[src/sv/c16pd_pkg.sv]
// Package for the CRC-16 packet deframer.
// Holds the phase and status types, framing constants and the CRC byte update.
// No dependencies.
package c16pd_pkg;

    // Largest number of parameter bytes a packet may carry
    localparam int MAX_PARAMS = 32;
    // Parameter store address width and parameter count width
    localparam int ADDR_W     = $clog2(MAX_PARAMS);
    localparam int CNT_W      = $clog2(MAX_PARAMS + 1);

    // Framing bytes
    localparam logic [7:0]  SYNC_BYTE = 8'hFF;
    localparam logic [7:0]  SYNC_LAST = 8'hFD;
    localparam logic [7:0]  ZERO_BYTE = 8'h00;
    localparam logic [15:0] CRC_POLY  = 16'h8005;
    localparam logic [15:0] CRC_INIT  = 16'h0000;

    // Smallest legal length: id, instruction and two CRC bytes
    localparam logic [7:0]  MIN_LEN = 8'd4;
    localparam logic [7:0]  MAX_LEN = 8'(MAX_PARAMS + 4);

    typedef enum logic [2:0] {
        PH_SYNC1,
        PH_SYNC2,
        PH_SYNC3,
        PH_LEN,
        PH_ZERO,
        PH_BODY,
        PH_EMIT
    } t_phase;

    typedef enum logic [1:0] {
        ST_OK      = 2'd0,
        ST_CRC_ERR = 2'd1,
        ST_BAD_LEN = 2'd2
    } t_status;

    // One byte of CRC-16, MSB first, no reflection
    function automatic logic [15:0] crc_feed(input logic [15:0] crc, input logic [7:0] b);
        logic [15:0] c;
        c = crc ^ {b, 8'h00};
        for (int k = 0; k < 8; k++) begin
            if (c[15]) begin
                c = {c[14:0], 1'b0} ^ CRC_POLY;
            end else begin
                c = {c[14:0], 1'b0};
            end
        end
        return c;
    endfunction

    // CRC after the three sync bytes, settled at elaboration
    localparam logic [15:0] HDR_CRC =
        crc_feed(crc_feed(crc_feed(CRC_INIT, SYNC_BYTE), SYNC_BYTE), SYNC_LAST);

endpackage

[src/sv/crc16_packet_deframer.sv]
// Top level of the CRC-16 packet deframer: header hunt, CRC check,
// parameter store and result emission. Depends on c16pd_pkg.
//
// Takes one received byte per beat and hunts for the header FF FF FD, a
// length byte and 00, then takes length payload bytes (id, instruction,
// parameters, CRC high then low). Bytes are accepted one per cycle; the
// input stalls only while a good packet's parameters are replayed from the
// parameter store, which delivers one result per cycle while the output is
// drained (one store read port, registered read data, pipelined against
// the output register), and for as long as a byte that ends a header or
// packet meets a full output register that is not being drained. A good
// packet gives one result per parameter, with the last one marked, or a
// single result if it has none; a CRC mismatch gives one crc_error result
// and an illegal length one bad_length result as soon as the header's 00
// byte arrives. Broken headers are dropped silently.
module crc16_packet_deframer
    import c16pd_pkg::*;
(
    input  logic        i_clk,
    input  logic        i_rst_n,
    input  logic        s_axis_tvalid,
    output logic        s_axis_tready,
    input  logic [7:0]  s_axis_tdata,   // [7:0] rx_byte
    output logic        m_axis_tvalid,
    input  logic        m_axis_tready,
    output logic [31:0] m_axis_tdata,   // [7:0] motor_id, [15:8] instruction,
                                        // [23:16] param_byte, [29:24] param_index,
                                        // [31:30] zero
    output logic [2:0]  m_axis_tuser,   // [1:0] status, [2] has_param
    output logic        m_axis_tlast    // last
);

    // Control state
    t_phase             r_phase, n_phase;
    logic               r_out_valid, n_out_valid;
    logic               r_rd_pend, n_rd_pend;
    logic [CNT_W-1:0]   r_rd_idx, n_rd_idx;

    // Packet registers
    logic [7:0]         r_len, n_len;
    logic [7:0]         r_pos, n_pos;
    logic [15:0]        r_crc, n_crc;
    logic [7:0]         r_id, n_id;
    logic [7:0]         r_instr, n_instr;
    logic [7:0]         r_crc_hi, n_crc_hi;
    logic [CNT_W-1:0]   r_emit_n, n_emit_n;
    logic [5:0]         r_rd_pidx, n_rd_pidx;
    logic               r_rd_plast, n_rd_plast;

    // Output register
    logic [1:0]         r_status, n_status;
    logic [7:0]         r_out_id, n_out_id;
    logic [7:0]         r_out_instr, n_out_instr;
    logic [7:0]         r_out_param, n_out_param;
    logic [5:0]         r_out_pidx, n_out_pidx;
    logic               r_out_has, n_out_has;
    logic               r_out_last, n_out_last;

    // Parameter store
    logic [7:0]         mem [MAX_PARAMS];
    logic [7:0]         r_mem_q;
    logic               mem_we;
    logic [ADDR_W-1:0]  mem_waddr;

    logic               in_acc;
    logic               out_free;
    logic               may_emit;
    logic               ld;
    logic               issue;
    logic [8:0]         pos_p2;
    logic               len_bad;
    logic               crc_ok;
    logic [CNT_W-1:0]   nparams;
    logic [7:0]         b;

    assign b        = s_axis_tdata;
    assign out_free = !r_out_valid || m_axis_tready;
    assign pos_p2   = {1'b0, r_pos} + 9'd2;
    assign len_bad  = (r_len < MIN_LEN) || (r_len > MAX_LEN);
    assign crc_ok   = ({r_crc_hi, b} == r_crc);
    assign nparams  = CNT_W'(r_len - MIN_LEN);

    // A byte may raise a result when it closes a header or a packet
    assign may_emit = (r_phase == PH_ZERO) ||
                      ((r_phase == PH_BODY) && (pos_p2 > {1'b0, r_len}));

    assign s_axis_tready = (r_phase != PH_EMIT) && (!may_emit || out_free);
    assign in_acc        = s_axis_tvalid && s_axis_tready;

    // Replay: a pending read moves into the output register when it is free
    assign ld    = r_rd_pend && out_free;
    assign issue = (r_phase == PH_EMIT) && (r_rd_idx < r_emit_n) && (!r_rd_pend || ld);

    // Next phase
    always_comb begin
        n_phase = r_phase;
        unique case (r_phase)
            PH_SYNC1: begin
                if (in_acc && b == SYNC_BYTE) n_phase = PH_SYNC2;
            end
            PH_SYNC2: begin
                if (in_acc) n_phase = (b == SYNC_BYTE) ? PH_SYNC3 : PH_SYNC1;
            end
            PH_SYNC3: begin
                if (in_acc) begin
                    if (b == SYNC_LAST)      n_phase = PH_LEN;
                    else if (b == SYNC_BYTE) n_phase = PH_SYNC3;
                    else                     n_phase = PH_SYNC1;
                end
            end
            PH_LEN: begin
                if (in_acc) n_phase = PH_ZERO;
            end
            PH_ZERO: begin
                if (in_acc) begin
                    if (b != ZERO_BYTE)  n_phase = (b == SYNC_BYTE) ? PH_SYNC2 : PH_SYNC1;
                    else if (len_bad)    n_phase = PH_SYNC1;
                    else                 n_phase = PH_BODY;
                end
            end
            PH_BODY: begin
                if (in_acc && pos_p2 > {1'b0, r_len}) begin
                    if (crc_ok && nparams != '0) n_phase = PH_EMIT;
                    else                         n_phase = PH_SYNC1;
                end
            end
            PH_EMIT: begin
                if (ld && r_rd_plast) n_phase = PH_SYNC1;
            end
            default: n_phase = PH_SYNC1;
        endcase
    end

    // Datapath and output register
    always_comb begin
        n_len       = r_len;
        n_pos       = r_pos;
        n_crc       = r_crc;
        n_id        = r_id;
        n_instr     = r_instr;
        n_crc_hi    = r_crc_hi;
        n_emit_n    = r_emit_n;
        n_rd_idx    = r_rd_idx;
        n_rd_pend   = r_rd_pend;
        n_rd_pidx   = r_rd_pidx;
        n_rd_plast  = r_rd_plast;
        n_out_valid = r_out_valid && !m_axis_tready;
        n_status    = r_status;
        n_out_id    = r_out_id;
        n_out_instr = r_out_instr;
        n_out_param = r_out_param;
        n_out_pidx  = r_out_pidx;
        n_out_has   = r_out_has;
        n_out_last  = r_out_last;
        mem_we      = 1'b0;
        mem_waddr   = r_pos[ADDR_W-1:0] - ADDR_W'(2);

        unique case (r_phase)
            PH_SYNC3: begin
                // Sync bytes have a fixed CRC
                if (in_acc && b == SYNC_LAST) n_crc = HDR_CRC;
            end
            PH_LEN: begin
                if (in_acc) begin
                    n_len = b;
                    n_crc = crc_feed(r_crc, b);
                end
            end
            PH_ZERO: begin
                if (in_acc && b == ZERO_BYTE) begin
                    n_crc = crc_feed(r_crc, b);
                    n_pos = '0;
                    if (len_bad) begin
                        n_out_valid = 1'b1;
                        n_status    = ST_BAD_LEN;
                        n_out_id    = '0;
                        n_out_instr = '0;
                        n_out_param = '0;
                        n_out_pidx  = '0;
                        n_out_has   = 1'b0;
                        n_out_last  = 1'b1;
                    end
                end
            end
            PH_BODY: begin
                if (in_acc) begin
                    n_pos = r_pos + 8'd1;
                    if (pos_p2 < {1'b0, r_len}) begin
                        n_crc = crc_feed(r_crc, b);
                        if (r_pos == 8'd0)      n_id    = b;
                        else if (r_pos == 8'd1) n_instr = b;
                        else                    mem_we  = 1'b1;
                    end else if (pos_p2 == {1'b0, r_len}) begin
                        n_crc_hi = b;
                    end else begin
                        // Low CRC byte closes the packet
                        n_pos    = '0;
                        n_rd_idx = '0;
                        n_emit_n = nparams;
                        if (!crc_ok || nparams == '0) begin
                            n_out_valid = 1'b1;
                            n_status    = crc_ok ? ST_OK : ST_CRC_ERR;
                            n_out_id    = r_id;
                            n_out_instr = r_instr;
                            n_out_param = '0;
                            n_out_pidx  = '0;
                            n_out_has   = 1'b0;
                            n_out_last  = 1'b1;
                        end
                    end
                end
            end
            PH_EMIT: begin
                if (ld) begin
                    n_out_valid = 1'b1;
                    n_status    = ST_OK;
                    n_out_id    = r_id;
                    n_out_instr = r_instr;
                    n_out_param = r_mem_q;
                    n_out_pidx  = r_rd_pidx;
                    n_out_has   = 1'b1;
                    n_out_last  = r_rd_plast;
                    n_rd_pend   = 1'b0;
                end
                if (issue) begin
                    n_rd_pend  = 1'b1;
                    n_rd_pidx  = 6'(r_rd_idx);
                    n_rd_plast = (r_rd_idx + CNT_W'(1)) == r_emit_n;
                    n_rd_idx   = r_rd_idx + CNT_W'(1);
                end
            end
            default: ;
        endcase
    end

    // Parameter store: one write port, one registered read port
    always_ff @(posedge i_clk) begin
        if (mem_we) begin
            mem[mem_waddr] <= b;
        end
        if (issue) begin
            r_mem_q <= mem[r_rd_idx[ADDR_W-1:0]];
        end
    end

    // Control registers
    always_ff @(posedge i_clk) begin
        if (!i_rst_n) begin
            r_phase     <= PH_SYNC1;
            r_out_valid <= 1'b0;
            r_rd_pend   <= 1'b0;
            r_rd_idx    <= '0;
            r_len       <= '0;
            r_pos       <= '0;
            r_crc       <= CRC_INIT;
        end else begin
            r_phase     <= n_phase;
            r_out_valid <= n_out_valid;
            r_rd_pend   <= n_rd_pend;
            r_rd_idx    <= n_rd_idx;
            r_len       <= n_len;
            r_pos       <= n_pos;
            r_crc       <= n_crc;
        end
    end

    // Payload registers
    always_ff @(posedge i_clk) begin
        r_id        <= n_id;
        r_instr     <= n_instr;
        r_crc_hi    <= n_crc_hi;
        r_emit_n    <= n_emit_n;
        r_rd_pidx   <= n_rd_pidx;
        r_rd_plast  <= n_rd_plast;
        r_status    <= n_status;
        r_out_id    <= n_out_id;
        r_out_instr <= n_out_instr;
        r_out_param <= n_out_param;
        r_out_pidx  <= n_out_pidx;
        r_out_has   <= n_out_has;
        r_out_last  <= n_out_last;
    end

    // Output beat
    assign m_axis_tvalid = r_out_valid;
    assign m_axis_tdata  = {2'b00, r_out_pidx, r_out_param, r_out_instr, r_out_id};
    assign m_axis_tuser  = {r_out_has, r_status};
    assign m_axis_tlast  = r_out_last;

endmodule

[config.mk]
export PLATFORM = sky130hd
export DESIGN_NAME = crc16_packet_deframer
export DESIGN_NICKNAME = d
export VERILOG_FILES = /design/src/sv/c16pd_pkg.sv /design/src/sv/crc16_packet_deframer.sv
export SDC_FILE = /design/constraint.sdc
export NUM_CORES = 1
export LEC_CHECK = 0
export BUFFER_PORTS_ARGS = -buffer_cell sky130_fd_sc_hd__buf_2
export CAP_MARGIN = 20
export CORE_MARGIN = 2
export CORE_UTILIZATION = 55
export CTS_CLUSTER_DIAMETER = 50
export CTS_CLUSTER_SIZE = 40
export DETAILED_ROUTE_END_ITERATION = 8
export PLACE_DENSITY = 0.72
export SLEW_MARGIN = 10
export SYNTH_ARGS = -nofsm -noshare
export SYNTH_HDL_FRONTEND = slang
export SYNTH_SLANG_ARGS = --single-unit
export TNS_END_PERCENT = 1
[constraint.sdc]
create_clock -name i_clk -period 15.7 [get_ports i_clk]
set_clock_uncertainty 0.05 [all_clocks]
set_input_delay 1.57 -clock i_clk [delete_from_list [all_inputs] [get_ports i_clk]]
set_output_delay 1.57 -clock i_clk [all_outputs]
set_load 0.03 [all_outputs]
==> Word-level counts from Yosys, hierarchy flattened <==
Memories as Yosys holds them, arrays and structs flattened. A register that Yosys moved wholly into a read port is not among the register bits.
Cells that the tools add are included.
W data, S select, Z words.
{ "op_classes": {"eq_ne": 30, "mux": 171, "magnitude_cmp": 5, "bitwise": 26, "add_sub_neg": 5, "n_reduce_logical": 47} }
{ "op_table": {"columns": ["op", "n"], "rows": [
  ["$mux W16", 76],
  ["$mux W8", 21],
  ["$pmux W8 S3", 3],
  ["$mux W6", 11],
  ["$not A3 Y3", 22],
  ["$pmux W16 S4", 1],
  ["$mux W1", 32],
  ["$mux W3", 10],
  ["$ne A2 B2 Y1 const B", 12],
  ["$pmux W3 S7", 1],
  ["$mux W2", 9],
  ["$pmux W6 S3", 1],
  ["$eq A16 B16 Y1", 1],
  ["$eq A8 B8 Y1 const B", 2],
  ["$logic_not A8 Y1", 2],
  ["$pmux W8 S2", 1],
  ["$xor A16 B16 Y16", 1],
  ["$logic_and A1 B1 Y1", 13],
  ["$pmux W6 S2", 1],
  ["$reduce_and A4 Y1", 3],
  ["$ne A2 B1 Y1 const B", 5],
  ["$reduce_and A5 Y1", 2],
  ["$add A8 B2 Y9 const B", 1],
  ["$eq A3 B3 Y1 const B", 3],
  ["other kinds (32)", 50]
]} }
{ "totals": {"output_inout_bits": 38, "input_bits": 12, "memories": 1, "reg_bits": 114, "ram_bits": 256, "word_cells": 305} }
{ "mem_list": {"columns": ["memory", "words", "width", "read_ports", "rd_clocked_by_memory_dff", "wr", "line_no", "rtl"], "rows": [
  ["mem", 32, 8, 1, 1, 1, "crc16_packet_deframer.sv:60", "logic [7:0] mem [MAX_PARAMS];"]
]} }

==> Depth between registers and ports, before layout <==
Gate-level depths: netlist (run 1).
{ "depth": {"word_depth": 45, "depth_mapped": 13, "mapped_depth_nobuf": 11} }

==> Worst setup path before layout (run 1) <==
No wires, ideal clock.
{ "synth_path": {"kind": "input port to flip-flop", "start": "input port s_axis_tdata[1]", "end": "register r_out_last, in the netlist m_axis_tlast (enable)", "setup_slack_ns": 10.232, "t_required_ns": 15.173, "setup_time_ns": 0.477, "arrival_time_ns": 4.941, "stages": 7, "n_path_buf": 1, "cell_sequence": "buf_6 nor4_2 nand2_2 nor3_1 o21a_1 a31oi_1 a211oi_1"} }
{ "synth_via": {"elab_chain_len": 5, "word_cells_on_any_way": 8, "classes_between": "eq/ne: 3; reduce/logical: 5"} }
{ "synth_lines": {"columns": ["item", "line_no", "rtl"], "rows": [
  ["start, declared", "crc16_packet_deframer.sv:23", "input logic [7:0] s_axis_tdata,"],
  ["$eq A16 B16 Y1", "crc16_packet_deframer.sv:80", "assign crc_ok = ({r_crc_hi, b} == r_crc);"],
  ["$logic_not A1 Y1", "crc16_packet_deframer.sv:200", "if (!crc_ok || nparams == '0) begin"],
  ["$logic_or A1 B1 Y1", "crc16_packet_deframer.sv:200", null],
  ["$ne A2 B1 Y1 (no source line)", null, null],
  ["$reduce_and A8 Y1 (no source line) *", null, null],
  ["end signal, assigned", "crc16_packet_deframer.sv:281", "r_out_last <= n_out_last;"],
  ["end, declared", "crc16_packet_deframer.sv:57", "logic r_out_last, n_out_last;"]
]} }
Every way passes the cells marked *; elsewhere a longest branch is shown, timed or not.
A chain may end at the register's enable or synchronous reset.

==> Final worst setup path (run 1) <==
{ "layout_path": {"start": "register r_pos[1]", "end": "output port s_axis_tready"} }
{ "layout_via": {"elab_chain_len": 7} }
{ "layout_lines": {"columns": ["item", "line_no", "rtl"], "rows": [
  ["start, declared", "crc16_packet_deframer.sv:41", "logic [7:0] r_pos, n_pos;"],
  ["start signal, assigned", "crc16_packet_deframer.sv:262", "r_pos <= n_pos;"],
  ["$add A8 B2 Y9", "crc16_packet_deframer.sv:78", "assign pos_p2 = {1'b0, r_pos} + 9'd2;"],
  ["$gt A9 B8 Y1", "crc16_packet_deframer.sv:85", "((r_phase == PH_BODY) && (pos_p2 > {1'b0, r_len}));"],
  ["$logic_and A1 B1 Y1", "crc16_packet_deframer.sv:85", null],
  ["$logic_or A1 B1 Y1", "crc16_packet_deframer.sv:84", "assign may_emit = (r_phase == PH_ZERO) ||"],
  ["$logic_not A1 Y1", "crc16_packet_deframer.sv:87", "assign s_axis_tready = (r_phase != PH_EMIT) && (!may_emit || out_free);"],
  ["$logic_or A1 B1 Y1", "crc16_packet_deframer.sv:87", null],
  ["$logic_and A1 B1 Y1", "crc16_packet_deframer.sv:87", null],
  ["end, declared", "crc16_packet_deframer.sv:22", "output logic s_axis_tready,"]
]} }
No other way between the ends.

==> metrics, run 1 <==
status=finished, final reports clean; worst skew pair latency=0.52 ns; vias in the first global route=8,393; Yosys cell types=75; Synth Flop Type=edfxtp_1; Synth-to-Final Area Change=11.8%; Post-Syn Area=16,000 um2; Detailed Place HPWL=between 15,000 and 20,000 um; fin crit period=~4.8 ns; number of diodes=0; drt drc=0; crit path max fanout=7; Post-CTS Setup Inserts=0; clock share of power=0.447; nets=1,057; RSZ-0062 raised after global routing=no; cell taking the most area after synthesis=edfxtp_1; post-synth top area share=0.628; share of cells above drive strength 1=0.227; number of synthesized register bits=roughly 380; Detailed Route Iter0 Violations=783; GR Util All Layers=0.208; drt wl/cell=about 21 um; GPL Wtd Cong=0.872; Clock Sinks=378; CP startpoint kind=flip-flop; first-pass GRT wire length=between 40,000 and 50,000 um; crit end category=output pin; Pins Over Slew Limit=0; largest register by flop count=mem; Die X=175 um; Synth warnings=0; R2R Setup Slk=11.62 ns; syn avg cell area=roughly 17 um2; Final setup viols=0; Seq pwr share=0.537; final hold vios=0; Arr. time, crit path=3.17 ns; crit path kind=reg2out; combinational power share=0.016; drt total wl=between 30,000 and 40,000 um; Slew headroom=0.346; Syn Inst Count=963; clock transition at the registers of the reported paths=0.06 ns; Post-synth EDFFs=roughly 340; sequential share of the synthesized area=0.682; NetSw=around 440 uW; Max IR drop VDD=91.9 uV; max FFs per register=~260; async set-or-reset flop fraction in the synthesized netlist=0; Fill cells=2,058; maximum clock rate=209 MHz; Core Util, Final=0.623; CP Data Required Time=between 10 and 15 ns; chip height=175 um; die area=30,500 um2; Clock Root Buffer=clkbuf_16; Int Power=1.59 mW; register area=10,900 um2; clock tree from TritonCTS=built; largest registers=mem (256), r_crc (16); # resized after CTS=0; initial antenna violation count=1; core outline area=28,700 um2; CTS buffer count=36; leakage=approximately 5.9 nW; setup TNS=0 ns; initial core utilization=0.558; drt pass-1 iters=7; largest net degree at the start of global routing=69; DRT antenna net count=0; Net Sw Frac=0.215; H-tree Lvls=2; total congestion overflow=0; maximum root-to-sink buffer count=3; worst hold path class=reg2reg; number of port buffers=47; row cnt=62; Final Cycle Share=0.305; Worst Tran Pin Value=0.980 ns; area of the multi-input gates=between 4000 and 5000 um2; IO Pins=50; Synth area leaders=edfxtp_1 63%, mux4_2 11%, dfxtp_1 5.4%; CTS Hold Bufs=0; Power Dens Cells=113 nW/um2; DR vias=around 8,400; max-cap viol count=0; via/cell ratio=about 5.9
## worst max-delay path, cell delays in order, from the launching register on
cell and delay, ns:
dfxtp_1 0.47, inv_1 0.15, ha_1 0.43, ha_1 0.34, a21oi_1 0.06, o21ai_0 0.27, o21bai_2 0.12, a21o_1 0.28
o21ai_0 0.23, nand3b_1 0.09, buf_2 0.20
## power by group through the flow
stage / logic (mW) / registers (mW) / clock network [mW]
5_1_grt: 0.0359 / 1.09 / 0.960
2_1_floorplan: 0.0152 / 1.11 / 0
3_3_place_gp: 0.0326 / 1.11 / 0
6_report: 0.0329 / 1.09 / 0.906
4_1_cts: 0.0333 / 1.09 / 0.920
3_5_place_dp: 0.0334 / 1.11 / 0
## path summary, 6_finish.rpt
kind,from,to,cells after the start
max,r_pos[1],s_axis_tready,10
min,r_len[3],r_len[3],2
max reg2reg,r_pos[3],mem[1][7],10
min reg2reg,r_len[3],r_len[3],2
## cells in the mapped netlist, types with 8 or more instances
master      n
edfxtp_1  335
mux4_2     80
nor2_1     71
dfxtp_1    43
nand2_1    42
a21oi_1    35
and2_1     32
xor2_1     28
inv_1      27
ha_1       26
clkbuf_1   23
xnor2_1    23
nand3_1    22
nand2b_1   13
nor3_1     11
o21ai_0     9
buf_4       8
mux2_2      8
nor4_1      8
## per-layer routing
metal  global-route usage  share of wire
met5                    0              0
met2                0.342           0.49
met4               0.0462          0.017
met1                0.294           0.43
met3               0.0396          0.065
## cell type report
type                    instances  share of cell area
flip-flops and latches        378               0.611
multi-input cells             512               0.265
clock buffers                  40              0.0524
well taps                     384              0.0268
repair buffers                 61              0.0201
clock inverters                26              0.0187
inverters                      30             0.00629
## through the flow
stage / std cells / total power, mW / instance area, um2 / hold slack [ns] / setup slack [ns]
after global placement: 1364 / 1.14 / 16600 / 0.413 / 11.41
after CTS: 1430 / 2.04 / 17900 / 0.429 / 10.91
final: 1431 / 2.03 / 17900 / 0.429 / 10.91
after global routing: 1431 / 2.08 / 17900 / 0.460 / 10.70
after floorplan: 964 / 1.13 / 16000 / 0.399 / 10.23
after detailed placement: 1364 / 1.14 / 16600 / 0.421 / 11.36
## cells by family (layout without fill, tap and decap cells)
family,count (synthesis),in the layout,synth area share
DFF,378,378,0.682
and+or+nand+nor,238,238,0.0772
AOI/OAI and AO/OA,98,98,0.0435
muxes,93,93,0.121
buffers and inverters,74,157,0.0225
xor gates and xnor gates,55,55,0.0328
adders and majority gates,26,26,0.0203
other,1,2,0.000234
## cells in the final DEF, fill, tap and decap left out, types with 9 or more instances in the layout
| cell | count |
|---|---|
| o21ai_0 | 9 |
| buf_4 | 13 |
| dfxtp_1 | 41 |
| nand2b_1 | 13 |
| xor2_1 | 28 |
| nor3_1 | 11 |
| ha_1 | 26 |
| nor2_1 | 71 |
| nand3_1 | 22 |
| buf_2 | 47 |
| inv_1 | 27 |
| a21oi_1 | 35 |
| xnor2_1 | 23 |
| nand2_1 | 42 |
| clkbuf_16 | 37 |
| edfxtp_1 | 335 |
| and2_1 | 32 |
| mux4_2 | 80 |
Note: power is estimated with default switching activity, not from simulation.
==> inputs of run 2 (changes only) <==
--- a/config.mk
+++ b/config.mk
@@ -5,6 +5,7 @@
 export SDC_FILE = /design/constraint.sdc
 export NUM_CORES = 1
 export LEC_CHECK = 0
+export ABC_AREA = 1
 export BUFFER_PORTS_ARGS = -buffer_cell sky130_fd_sc_hd__buf_2
 export CAP_MARGIN = 20
 export CORE_MARGIN = 2
@@ -12,7 +13,7 @@
 export CTS_CLUSTER_DIAMETER = 50
 export CTS_CLUSTER_SIZE = 40
 export DETAILED_ROUTE_END_ITERATION = 8
-export PLACE_DENSITY = 0.72
+export PLACE_DENSITY = 0.75
 export SLEW_MARGIN = 10
 export SYNTH_ARGS = -nofsm -noshare
 export SYNTH_HDL_FRONTEND = slang
==> constraint.sdc (replaced) <==
create_clock -name i_clk -period 4.27 [get_ports i_clk]
set_clock_uncertainty 0.05 [all_clocks]
set_input_delay 0.427 -clock i_clk [delete_from_list [all_inputs] [get_ports i_clk]]
set_output_delay 0.427 -clock i_clk [all_outputs]
set_load 0.03 [all_outputs]
==> metrics, run 2 <==
number of diodes=0 (unchanged); Detailed Route Iter0 Violations=1,603 (+100%); largest family of logic cells by synthesized area=simple AND/OR/NAND/NOR gates; IO Pins=50 (unchanged); critical path's slowest cell=nor2_1; DR vias=11,500 (+36%); cell taking the most area after synthesis=edfxtp_1; max-cap viol count=0 (unchanged); most common cell after layout, fill and taps aside=edfxtp_1; GPL Wtd Cong=0.936 (+7.3%); Synth area leaders=edfxtp_1 61%, nor2_1 6.7%, dfxtp_1 5.3%; clock share of power=0.322 (-0.125); nets=1,551 (+47%); Worst R2R Path Depth=19 (+9); Fill cells=2,257 (+9.7%); Yosys cell types=42 (-44%); Die X=177 um (+1.1%); max FFs per register=256 (unchanged); maximum root-to-sink buffer count=3 (unchanged); Syn Inst Count=1,477 (+53%); total congestion overflow=0 (unchanged); initial antenna violation count=0 (-1); drt wl/cell=20.6 um (-3.9%); CP cell instances=ha_1 -> nand2_1 -> nor3_1 -> xor2_1 -> ha_1 -> nand3_1 -> nor2_1 -> nand3_1 -> nand3_2 -> nand2_2 -> nand2_4 -> nand3_4 -> nor2_4 -> inv_2 -> nor2_2 -> nand2_2 -> nor2_8 -> nand2_4 -> nor2_1; Pins Over Slew Limit=0 (unchanged); area of the multi-input gates=4780 um2 (+0.71%); Post-CTS Setup Inserts=0 (unchanged); r2r endpoint=mem[4][0]; number of port buffers=47 (unchanged); CTS buffer count=30 (-17%); share of cells above drive strength 1=0.120 (-0.108); drt pass-1 iters=6 (-1); combinational power share=0.215 (+0.199); syn avg cell area=11.1 um2 (-33%); crit path kind=reg2reg; Synth Area in Compound Gates=0.100 (+0.0569); Final Cycle Share=0.935; Hold Path End=r_crc_hi[0]; CP startpoint kind=flip-flop; simple-gate portion of the synthesized area=0.150 (+0.0724); row cnt=63 (+1.6%); chip height=177 um (+1.1%); Crit path max-delay family=simple AND/OR/NAND/NOR gates; worst hold path class=in2reg; via/cell ratio=5.95 (+1.2%); die area=31,200 um2 (+2.3%); first-pass GRT wire length=60,900 um (+25%); WHS=0.161 ns (-0.268 ns); clock transition at the registers of the reported paths=0.08 ns (+0.02 ns); initial core utilization=0.556 (-0.00208); largest register by flop count=mem; Post-Syn Area=16,400 um2 (+2.3%); post-synth top area share=0.614 (-0.0143); CTS Hold Bufs=0 (unchanged); adder-cell share of the synthesized area=0.0199 (-0.000462); reg-to-reg startpoint=r_pos[1]; number of synthesized register bits=378 (unchanged); portion of netlist area occupied by mux cells=0 (-0.121); Seq pwr share=0.463 (-0.074); Buf/Inv on CP=1 (-1); top cells by instance count after synthesis=335 x edfxtp_1, 293 x nor2_1, 161 x o21ai_0; Max IR drop VDD=330 uV (+260%); hold path cells=1 (-1); maximum clock rate=251 MHz; Int Power=6.43 mW (+300%); setup TNS=0 ns (unchanged); leakage=6.62 nW (+12%); Power Dens Cells=520 nW/um2 (+360%); drt total wl=39,800 um (+29%); Hold Startpoint=s_axis_tdata[0]; Arr. time, crit path=4.14 ns (+0.97 ns); Synth Area in XOR/XNOR=0.0176 (-0.0152); commonest cells after routing, fill and taps aside=335 x edfxtp_1, 273 x nor2_1, 161 x o21ai_0, 157 x nand2_1, 116 x inv_1; sequential share of the synthesized area=0.667 (-0.0155); DRT antenna net count=0 (unchanged); crit path max fanout=8 (+1); RSZ-0062 raised after global routing=yes; Clock Root Buffer=clkbuf_16; final hold vios=0 (unchanged); drt drc=0 (unchanged); crit end category=flip-flop; status=finished, final reports clean; NetSw=3.06 mW (+600%); Synth-to-Final Area Change=11.3%; Clock Sinks=378 (unchanged); clock tree from TritonCTS=built; CP Data Required Time=4.42 ns (-9.66 ns); Detailed Place HPWL=25,600 um (+35%); register area=10,900 um2 (unchanged); max incr delay on CP=0.54 ns (+0.07 ns); largest registers=mem (256), r_crc (16); worst skew pair latency=0.59 ns (+0.07 ns); GR Util All Layers=0.256 (+0.0477); Synth Flop Type=edfxtp_1; Synth warnings=0 (unchanged); Worst Tran Pin Value=0.945 ns (-0.0352 ns); Post-synth EDFFs=335 (unchanged); H-tree Lvls=1 (-1); R2R Setup Slk=0.28 ns (-11.34 ns); Slew headroom=0.370 (+0.0235); count leader, synth=edfxtp_1; Net Sw Frac=0.322 (+0.107); Final setup viols=0 (unchanged); Core Util, Final=0.618 (-0.00513); async set-or-reset flop fraction in the synthesized netlist=0 (unchanged); vias in the first global route=10,900 (+30%); fin crit period=3.99 ns; largest net degree at the start of global routing=65 (-5.8%); core outline area=29,500 um2 (+2.7%)
-- run 2: kinds of logic after synthesis --
kind of cell / count (synthesis)
AOI/OAI and AO/OA: 276
xor gates and xnor gates: 33
adders and majority gates: 26
buffers and inverters: 192
DFF: 378
other: 1
and+or+nand+nor: 571
-- run 2: worst max-delay path by stage --
stage	start	cells after the start	slack, ns	endpoint
final	r_pos[1]	19	0.28	mem[4][0]
after global routing	r_pos[1]	19	-0.08	mem[4][0]
after CTS	r_pos[1]	19	0.28	mem[12][2]
after detailed placement	r_pos[2]	19	0.29	mem[7][5]
after global placement	r_pos[1]	19	0.53	mem[12][5]
after floorplan	r_pos[1]	15	0.15	m_axis_tlast
-- run 2: per-layer routing --
metal  track usage  vias up  part of all wire
li1              -     5273                 -
met1         0.352     5464              0.39
met2         0.429      619              0.48
met3        0.0301      108             0.096
met4        0.0799        0             0.029
met5             0        -                 0
-- run 2: cell type report --
type / instances / area share
tap: 390 / 0.0268
timing repair buffer: 74 / 0.0258
clock buffer: 30 / 0.0412
inverter: 121 / 0.0250
clock inverter: 26 / 0.0198
multi-input combinational: 908 / 0.262
sequential: 378 / 0.599
-- run 2: what timing repair did --
action / in CTS / in global routing
endpoints found under the hold margin: 0 / 0
gates resized for setup: 0 / 20
endpoints found under the setup margin: 0 / 204
-- run 2: stage by stage --
step | power (mW) | setup slack [ns] | instance area [um2] | std cells
floorplan | 5.94 | 0.154 | 16400 | 1478
global placement | 6.43 | 0.525 | 17000 | 1870
detailed placement | 6.47 | 0.290 | 17000 | 1870
CTS | 9.48 | 0.281 | 18200 | 1926
global route | 9.91 | -0.0849 | 18200 | 1927
finish | 9.48 | 0.279 | 18200 | 1927
-- run 2: power by group through the flow --
stage | combinational, mW | sequential [mW] | clock, mW
2_1_floorplan | 1.34 | 4.60 | 0
5_1_grt | 2.27 | 4.42 | 3.22
6_report | 2.04 | 4.39 | 3.05
3_5_place_dp | 1.99 | 4.48 | 0
3_3_place_gp | 1.96 | 4.47 | 0
4_1_cts | 2.00 | 4.39 | 3.08
